**src/design/las_pkg.sv**
```systemverilog
// ----------------------------------------------------------------------------
// las_pkg
// Shared types and constants of the recency-ordered address set.
// ----------------------------------------------------------------------------
package las_pkg;

	// default number of slots
	localparam int LAS_ENTRIES = 64;

	// fixed field widths
	localparam int ADDR_W = 48;
	localparam int CAP_W  = 7;

	// capacity after reset
	localparam logic [CAP_W-1:0] CAP_RESET = CAP_W'(64);

	// request kinds
	localparam logic KIND_ADD    = 1'b0;
	localparam logic KIND_REMOVE = 1'b1;

	// sequencer states
	typedef enum logic [2:0] {
		ST_IDLE,
		ST_SCAN,
		ST_DECIDE,
		ST_UPDATE,
		ST_FIX,
		ST_FINISH
	} las_state_t;

endpackage

```
**src/design/las_ram.sv**
```systemverilog
// ----------------------------------------------------------------------------
// las_ram
// Generic single-clock RAM, one write port and one read port, registered read.
// ----------------------------------------------------------------------------
module las_ram
	import las_pkg::*;
#(
	parameter int WIDTH = ADDR_W,
	parameter int DEPTH = LAS_ENTRIES
) (
	input  logic                     clk,
	input  logic                     we,
	input  logic [$clog2(DEPTH)-1:0] waddr,
	input  logic [WIDTH-1:0]         wdata,
	input  logic [$clog2(DEPTH)-1:0] raddr,
	output logic [WIDTH-1:0]         rdata
);

	logic [WIDTH-1:0] mem [DEPTH];

	// write port and registered read port
	always_ff @(posedge clk) begin
		if (we) begin
			mem[waddr] <= wdata;
		end
		rdata <= mem[raddr];
	end

endmodule

```
**src/design/lru_address_set_core.sv**
```systemverilog
// ----------------------------------------------------------------------------
// lru_address_set_core
// Recency-ordered set of distinct 48-bit MAC addresses with LRU eviction.
// ----------------------------------------------------------------------------
// Each request either adds/refreshes an address (kind 0) or drops the least
// recent entry (kind 1), and answers with the number of addresses held.
// Addresses and recency ranks live in one RAM with a registered read; valid
// bits sit in flip-flops and clear at reset, so the set starts empty at once.
// Requests are handled one at a time by a sequencer that sweeps the RAM: a
// search pass finds the hit, the oldest slot and the first free slot, then
// an add runs a read-modify-write pass that renumbers the ranks; a remove
// or a dropped add skips that second pass. The next request is taken once
// the result has been placed in the output register.
// ----------------------------------------------------------------------------
module lru_address_set_core
	import las_pkg::*;
#(
	parameter int ENTRIES = LAS_ENTRIES
) (
	input  logic                             clk,
	input  logic                             arst_n,
	// request channel
	input  logic                             in_valid,
	output logic                             in_stall,
	input  logic                             kind,
	input  logic [ADDR_W-1:0]                address,
	// result channel
	output logic                             out_valid,
	input  logic                             out_stall,
	output logic [$clog2(ENTRIES+1)-1:0]     count,
	// capacity register
	input  logic                             cfg_we,
	input  logic [CAP_W-1:0]                 cfg_wdata
);

	localparam int IW   = $clog2(ENTRIES);
	localparam int CW   = $clog2(ENTRIES + 1);
	localparam int CAPW = (CW > CAP_W) ? CW : CAP_W;
	localparam int RW   = ADDR_W + IW;
	localparam logic [IW-1:0]   LAST     = IW'(ENTRIES - 1);
	localparam logic [CAPW-1:0] ENT_WIDE = CAPW'(ENTRIES);

	las_state_t state_q, state_d;

	logic [CAP_W-1:0]   cap_q;
	logic [CW-1:0]      cnt_q;
	logic [ENTRIES-1:0] vld_q;
	logic               out_valid_q;
	logic [CW-1:0]      count_q;

	logic               kind_q;
	logic [ADDR_W-1:0]  addr_q;

	logic               pass_issue_q;
	logic [IW-1:0]      ptr_q;
	logic               rd_v_s1;
	logic [IW-1:0]      idx_s1;

	logic               found_q;
	logic [IW-1:0]      fidx_q;
	logic [IW-1:0]      frank_q;
	logic [IW-1:0]      oidx_q;
	logic               free_found_q;
	logic [IW-1:0]      free_idx_q;
	logic [IW-1:0]      ins_idx_q;
	logic [IW-1:0]      evict_idx_q;

	logic [RW-1:0]      ram_rdata;
	logic               ram_we;
	logic [IW-1:0]      ram_waddr;
	logic [RW-1:0]      ram_wdata;

	logic [ADDR_W-1:0]  rd_addr;
	logic [IW-1:0]      rd_rank;
	logic               rd_vld;
	logic [IW-1:0]      new_rank;
	logic [CW-1:0]      cnt_m1;
	logic [CW-1:0]      cap_eff;
	logic [CAPW-1:0]    cap_wide;
	logic               pass_end;
	logic               out_free;
	logic               go_update;

	// address and rank store
	las_ram #(
		.WIDTH(RW),
		.DEPTH(ENTRIES)
	) u_ram (
		.clk  (clk),
		.we   (ram_we),
		.waddr(ram_waddr),
		.wdata(ram_wdata),
		.raddr(ptr_q),
		.rdata(ram_rdata)
	);

	// read data fields and derived values
	always_comb begin
		rd_addr  = ram_rdata[RW-1:IW];
		rd_rank  = ram_rdata[IW-1:0];
		rd_vld   = vld_q[idx_s1];
		cnt_m1   = cnt_q - 1'b1;
		cap_wide = CAPW'(cap_q);
		cap_eff  = (cap_wide > ENT_WIDE) ? CW'(ENTRIES) : cap_wide[CW-1:0];
		pass_end = rd_v_s1 && (idx_s1 == LAST);
		out_free = !out_valid_q || !out_stall;
		go_update = (kind_q == KIND_ADD) && (found_q || (cnt_q != '0) || (cnt_q < cap_eff));
	end

	// rank after the move to front, or after an insert at the front
	always_comb begin
		if (!found_q) begin
			new_rank = rd_rank + 1'b1;
		end else if (idx_s1 == fidx_q) begin
			new_rank = '0;
		end else if (rd_rank < frank_q) begin
			new_rank = rd_rank + 1'b1;
		end else begin
			new_rank = rd_rank;
		end
	end

	// next state
	always_comb begin
		state_d = state_q;
		case (state_q)
			ST_IDLE: begin
				if (in_valid) state_d = ST_SCAN;
			end
			ST_SCAN: begin
				if (pass_end) state_d = ST_DECIDE;
			end
			ST_DECIDE: begin
				state_d = go_update ? ST_UPDATE : ST_FINISH;
			end
			ST_UPDATE: begin
				if (pass_end) state_d = ST_FIX;
			end
			ST_FIX: begin
				state_d = ST_FINISH;
			end
			ST_FINISH: begin
				if (out_free) state_d = ST_IDLE;
			end
			default: begin
				state_d = ST_IDLE;
			end
		endcase
	end

	// handshake and RAM write port
	always_comb begin
		in_stall  = (state_q != ST_IDLE);
		ram_we    = 1'b0;
		ram_waddr = idx_s1;
		ram_wdata = {rd_addr, new_rank};
		case (state_q)
			ST_UPDATE: begin
				ram_we = rd_v_s1 && rd_vld;
			end
			ST_FIX: begin
				ram_we    = !found_q;
				ram_waddr = ins_idx_q;
				ram_wdata = {addr_q, {IW{1'b0}}};
			end
			default: begin
				ram_we = 1'b0;
			end
		endcase
	end

	// sequencer registers
	always_ff @(posedge clk or negedge arst_n) begin
		if (!arst_n) begin
			state_q      <= ST_IDLE;
			cap_q        <= CAP_RESET;
			cnt_q        <= '0;
			vld_q        <= '0;
			out_valid_q  <= 1'b0;
			pass_issue_q <= 1'b0;
			rd_v_s1      <= 1'b0;
		end else begin
			state_q <= state_d;

			// capacity register
			if (cfg_we) cap_q <= cfg_wdata;

			// result taken downstream
			if (out_valid_q && !out_stall && (state_q != ST_FINISH)) out_valid_q <= 1'b0;

			// RAM sweep, one read per cycle
			rd_v_s1 <= pass_issue_q;
			if (pass_issue_q) begin
				idx_s1 <= ptr_q;
				if (ptr_q == LAST) begin
					pass_issue_q <= 1'b0;
				end else begin
					ptr_q <= ptr_q + 1'b1;
				end
			end

			case (state_q)
				ST_IDLE: begin
					if (in_valid) begin
						kind_q       <= kind;
						addr_q       <= address;
						found_q      <= 1'b0;
						free_found_q <= 1'b0;
						ptr_q        <= '0;
						pass_issue_q <= 1'b1;
					end
				end
				// search: hit, oldest slot, first free slot
				ST_SCAN: begin
					if (rd_v_s1) begin
						if (rd_vld && !found_q && (rd_addr == addr_q)) begin
							found_q <= 1'b1;
							fidx_q  <= idx_s1;
							frank_q <= rd_rank;
						end
						if (rd_vld && (CW'(rd_rank) == cnt_m1)) oidx_q <= idx_s1;
						if (!rd_vld && !free_found_q) begin
							free_found_q <= 1'b1;
							free_idx_q   <= idx_s1;
						end
					end
				end
				// drop oldest where needed and pick the insert slot
				ST_DECIDE: begin
					if (kind_q == KIND_REMOVE) begin
						if (cnt_q != '0) begin
							vld_q[oidx_q] <= 1'b0;
							cnt_q         <= cnt_m1;
						end
					end else if (!found_q && go_update) begin
						if (cnt_q >= cap_eff) begin
							vld_q[oidx_q] <= 1'b0;
							cnt_q         <= cnt_m1;
							ins_idx_q     <= (free_found_q && (free_idx_q < oidx_q)) ?
								free_idx_q : oidx_q;
						end else begin
							ins_idx_q <= free_idx_q;
						end
					end
					if (go_update) begin
						ptr_q        <= '0;
						pass_issue_q <= 1'b1;
					end
				end
				// rank renumbering, track the oldest after a refresh
				ST_UPDATE: begin
					if (rd_v_s1 && rd_vld && found_q && (CW'(new_rank) == cnt_m1)) begin
						evict_idx_q <= idx_s1;
					end
				end
				// insert the new entry or trim after a refresh
				ST_FIX: begin
					if (found_q) begin
						if (cnt_q > cap_eff) begin
							vld_q[evict_idx_q] <= 1'b0;
							cnt_q              <= cnt_m1;
						end
					end else begin
						vld_q[ins_idx_q] <= 1'b1;
						cnt_q            <= cnt_q + 1'b1;
					end
				end
				ST_FINISH: begin
					if (out_free) begin
						out_valid_q <= 1'b1;
						count_q     <= cnt_q;
					end
				end
				default: begin
				end
			endcase
		end
	end

	// result outputs
	assign out_valid = out_valid_q;
	assign count     = count_q;

endmodule

```
**config.mk**
```make
export PLATFORM = sky130hd
export DESIGN_NAME = lru_address_set_core
export DESIGN_NICKNAME = d
export VERILOG_FILES = /design/src/design/las_pkg.sv /design/src/design/las_ram.sv /design/src/design/lru_address_set_core.sv
export SDC_FILE = /design/constraint.sdc
export NUM_CORES = 2
export LEC_CHECK = 0
export BUFFER_PORTS_ARGS = -buffer_cell sky130_fd_sc_hd__buf_4
export CORE_UTILIZATION = 35
export CTS_BUF_LIST = sky130_fd_sc_hd__clkbuf_16
export DETAILED_ROUTE_END_ITERATION = 8
export GPL_TIMING_DRIVEN = 0
export HOLD_SLACK_MARGIN = 0.15
export PLACE_DENSITY_LB_ADDON = 0.1
export SETUP_SLACK_MARGIN = 0.05
export SLEW_MARGIN = 20
export SYNTH_ARGS = -nofsm -noshare
export SYNTH_HDL_FRONTEND = slang
export SYNTH_SLANG_ARGS = --single-unit
```
**constraint.sdc**
```tcl
create_clock -name clk -period 11.43 [get_ports clk]
set_input_delay 2.286 -clock clk [delete_from_list [all_inputs] [get_ports clk]]
set_output_delay 2.286 -clock clk [all_outputs]
set_load 0.01 [all_outputs]
```
==> impl_metrics.toml <==
[final_layout]
area_growth_pct = 19.7
final_nets = 7232
drive_gt1_frac = 0.357

[pwr]
leakage_uw = 0.0547
power.density_mw_per_mm2 = 252
worst_ir_drop_vdd_mv = 0.260

[yosys]
ys_warn_count = 0
synth.area.top_cells = "edfxtp_1 75%, mux4_2 18%, dfrtp_1 1.5%, dfxtp_1 0.76%, nand2_1 0.73%"
synth_top_flop_cell = "edfxtp_1"
syn_area_mm2 = 0.143
synthCells = 6075
ys_types = 60
synth-seq-area-share = 0.772
yosysMostFrequentCell = "edfxtp_1"
mappedNetlistNets = 6157
synth_seq_cells = 3700
syn_avg_cell_area_um2 = 23.5
async_reset_ff_frac = 0.0227
synth_common_cells = "3562 x edfxtp_1, 1154 x mux4_2, 277 x nand2_1, 205 x clkbuf_1"
yosys.area.top_type = "edfxtp_1"
synth-edff-count = 3562
synth_top_area_share = 0.750

[clock_network]
h-tree-depth = 5
cts_buffers = 408
root_buffer = "clkbuf_16"
cts.sinks = 3700
worstSkewPairLatency_ps = 980
cts.clk_slew.worst_paths_ps = 60
cts_hold_buf = 0
postCtsResizedCells = 0
postCtsSetupBuffers = 0
cts_buffer_depth = 4
cts_tree = "done"

[global_routing]
grt_pass1_vias = 72500
grt_first_pass_wirelength_um = 622000
track_usage = 0.221
grt_max_degree = 97
antenna_found_initial = 34
grt_overflow = 0

[placement]
io_buffers = 68
globalplace.congestion = 0.848
pre_cts_slack_ps = 5700
dp_hpwl_um = 331000

[timing]
clock_skew_ps = 63.2
slew_headroom = 0.193
rsz0062_at_grt = "no"
fin_hold_ws_ps = 498
setup_viol = 0
hold_viol = 0
fin_crit_sh = 0.496
fmax_mhz = 177
min_period_ps = 5670
report.final.slew_viol_count = 0
tns_ps = 0
fin_ws_ps = 5760
worst_pin_slew_ps = 1210

[detailed_routing]
post_drt_wl_per_cell_um = 35.2
drt_iter0_drc = 8592
vias_per_cell = 5.51
drc_errors = 12
drt_first_pass_iters = 9
routed_wl_um = 455000
vias = 71300
ant_nets = 0

[setup_path]
startpoint_type = "register"
critPathKind = "register to register"
crit_required_ps = 12080
crit_fanout = 10
arrival_ps = 6320
end_kind = "register"

[die]
fp.dieW_um = 640
initial_core_util = 0.351
rows = 234
fp.dieH_um = 640
die-area_mm2 = 0.410
io_pins = 70
coreArea_mm2 = 0.406

[flow_run]
maxCapViolations = 0

[hold_path]
hp-class = "register to register"

[status]
status = "finished, violations left"
violations = "DRC"
## cells by family after synthesis
| kind of cell | synth area share |
|---|---|
| XOR/XNOR | 0.00411 |
| AND/OR/NAND/NOR | 0.0169 |
| adder cells (fa/ha/maj) | 0.00184 |
| buffers and inverters | 0.0101 |
| AO/OA/AOI/OAI | 0.0110 |
| flip-flops | 0.772 |
| multiplexers | 0.184 |
## per-stage QoR
stage               utilization  total power (uW)  instances  cell area (um^2)
global route              0.420             44500      12900            171000
CTS                       0.420             43600      12900            171000
global placement          0.369             30200      11600            150000
finish                    0.421             43100      12900            171000
floorplan                     -             25000       6075            143000
detailed placement        0.389             31000      12200            158000
## where the power goes
part	leakage (uW)	internal [uW]	switching, uW
Sequential	0.0333	17200	199
Clock	0.00664	7100	5470
Combinational	0.0148	5160	7960
Total	0.0547	29400	13600
## area by class of cell
type / instances / area, um^2
multi-input cells: 2025 / 31800
fillers: 35300 / 235000
plain buffers: 316 / 1430
diodes: 16 / 40.0
flip-flops and latches: 3700 / 110000
inverters: 34 / 133
clock buffers: 413 / 10300
repair buffers: 665 / 7800
clock inverters: 341 / 2330
well taps: 5428 / 6790
## per-layer routing
layer  vias to the layer above  share of wire  GRT usage
li1                      28300              -          -
met1                     39700           0.43      0.312
met2                      2620           0.49      0.363
met3                       597          0.059     0.0289
met4                         6          0.027     0.0574
met5                         -       0.000088          0
## worst max-delay path, stage by stage (launching register included)
cell	delay, ps
dfrtp_1	360
clkbuf_1	220
nor2_1	250
and2_1	160
clkbuf_1	490
clkbuf_1	920
nand2_1	130
o31ai_1	320
nand2_1	450
nor3_2	660
buf_4	300
buf_4	210
buf_4	220
buf_4	220
buf_4	220
buf_4	220
## registers in the layout, summed over array words and instances, names as in the netlist, 7 cells and up
| name | flops |
|---|---|
| cnt_q | 7 |
| addr_q | 48 |
| cap_q | 7 |
| count | 7 |
| u_ram.mem | 3456 |
| vld_q | 64 |
| u_ram.rdata | 54 |
## final timing paths
kind / start / endpoint / slack, ps / cells past startpoint
max: state_q[0] / u_ram.mem[12][10] / 5760 / 15
min: cap_q[0] / cap_q[0] / 500 / 1
max reg2reg: state_q[0] / u_ram.mem[12][10] / 5760 / 15
min reg2reg: cap_q[0] / cap_q[0] / 500 / 1
max in group asynchronous: arst_n / pass_issue_q / 9240 / 1
min in group asynchronous: arst_n / out_valid / 1430 / 1
## layout by cell type, fill, tap and decap left out, types with 11 or more instances in the layout
cell type / n
mux2_2: 15
clkbuf_16: 413
o221ai_1: 44
nand2_1: 241
xor2_1: 41
o21ai_4: 12
edfxtp_1: 3562
nand3_1: 43
clkinv_2: 71
o21ai_0: 36
bufinv_16: 25
nor2b_1: 14
nor2_4: 29
mux4_2: 1154
buf_12: 129
diode_2: 16
nor3_2: 41
nand2_2: 34
clkbuf_1: 140
nand4_1: 15
xnor2_1: 26
and3_1: 11
a221o_1: 14
buf_4: 425
inv_6: 13
a21oi_1: 28
dfrtp_1: 83
dfxtp_1: 54
nor3_1: 19
o211ai_1: 31
clkbuf_2: 59
ha_1: 21
inv_1: 143
clkinv_1: 104
buf_2: 97
buf_16: 48
nor2_1: 44
buf_6: 66
(Power assumes the default switching activity.)
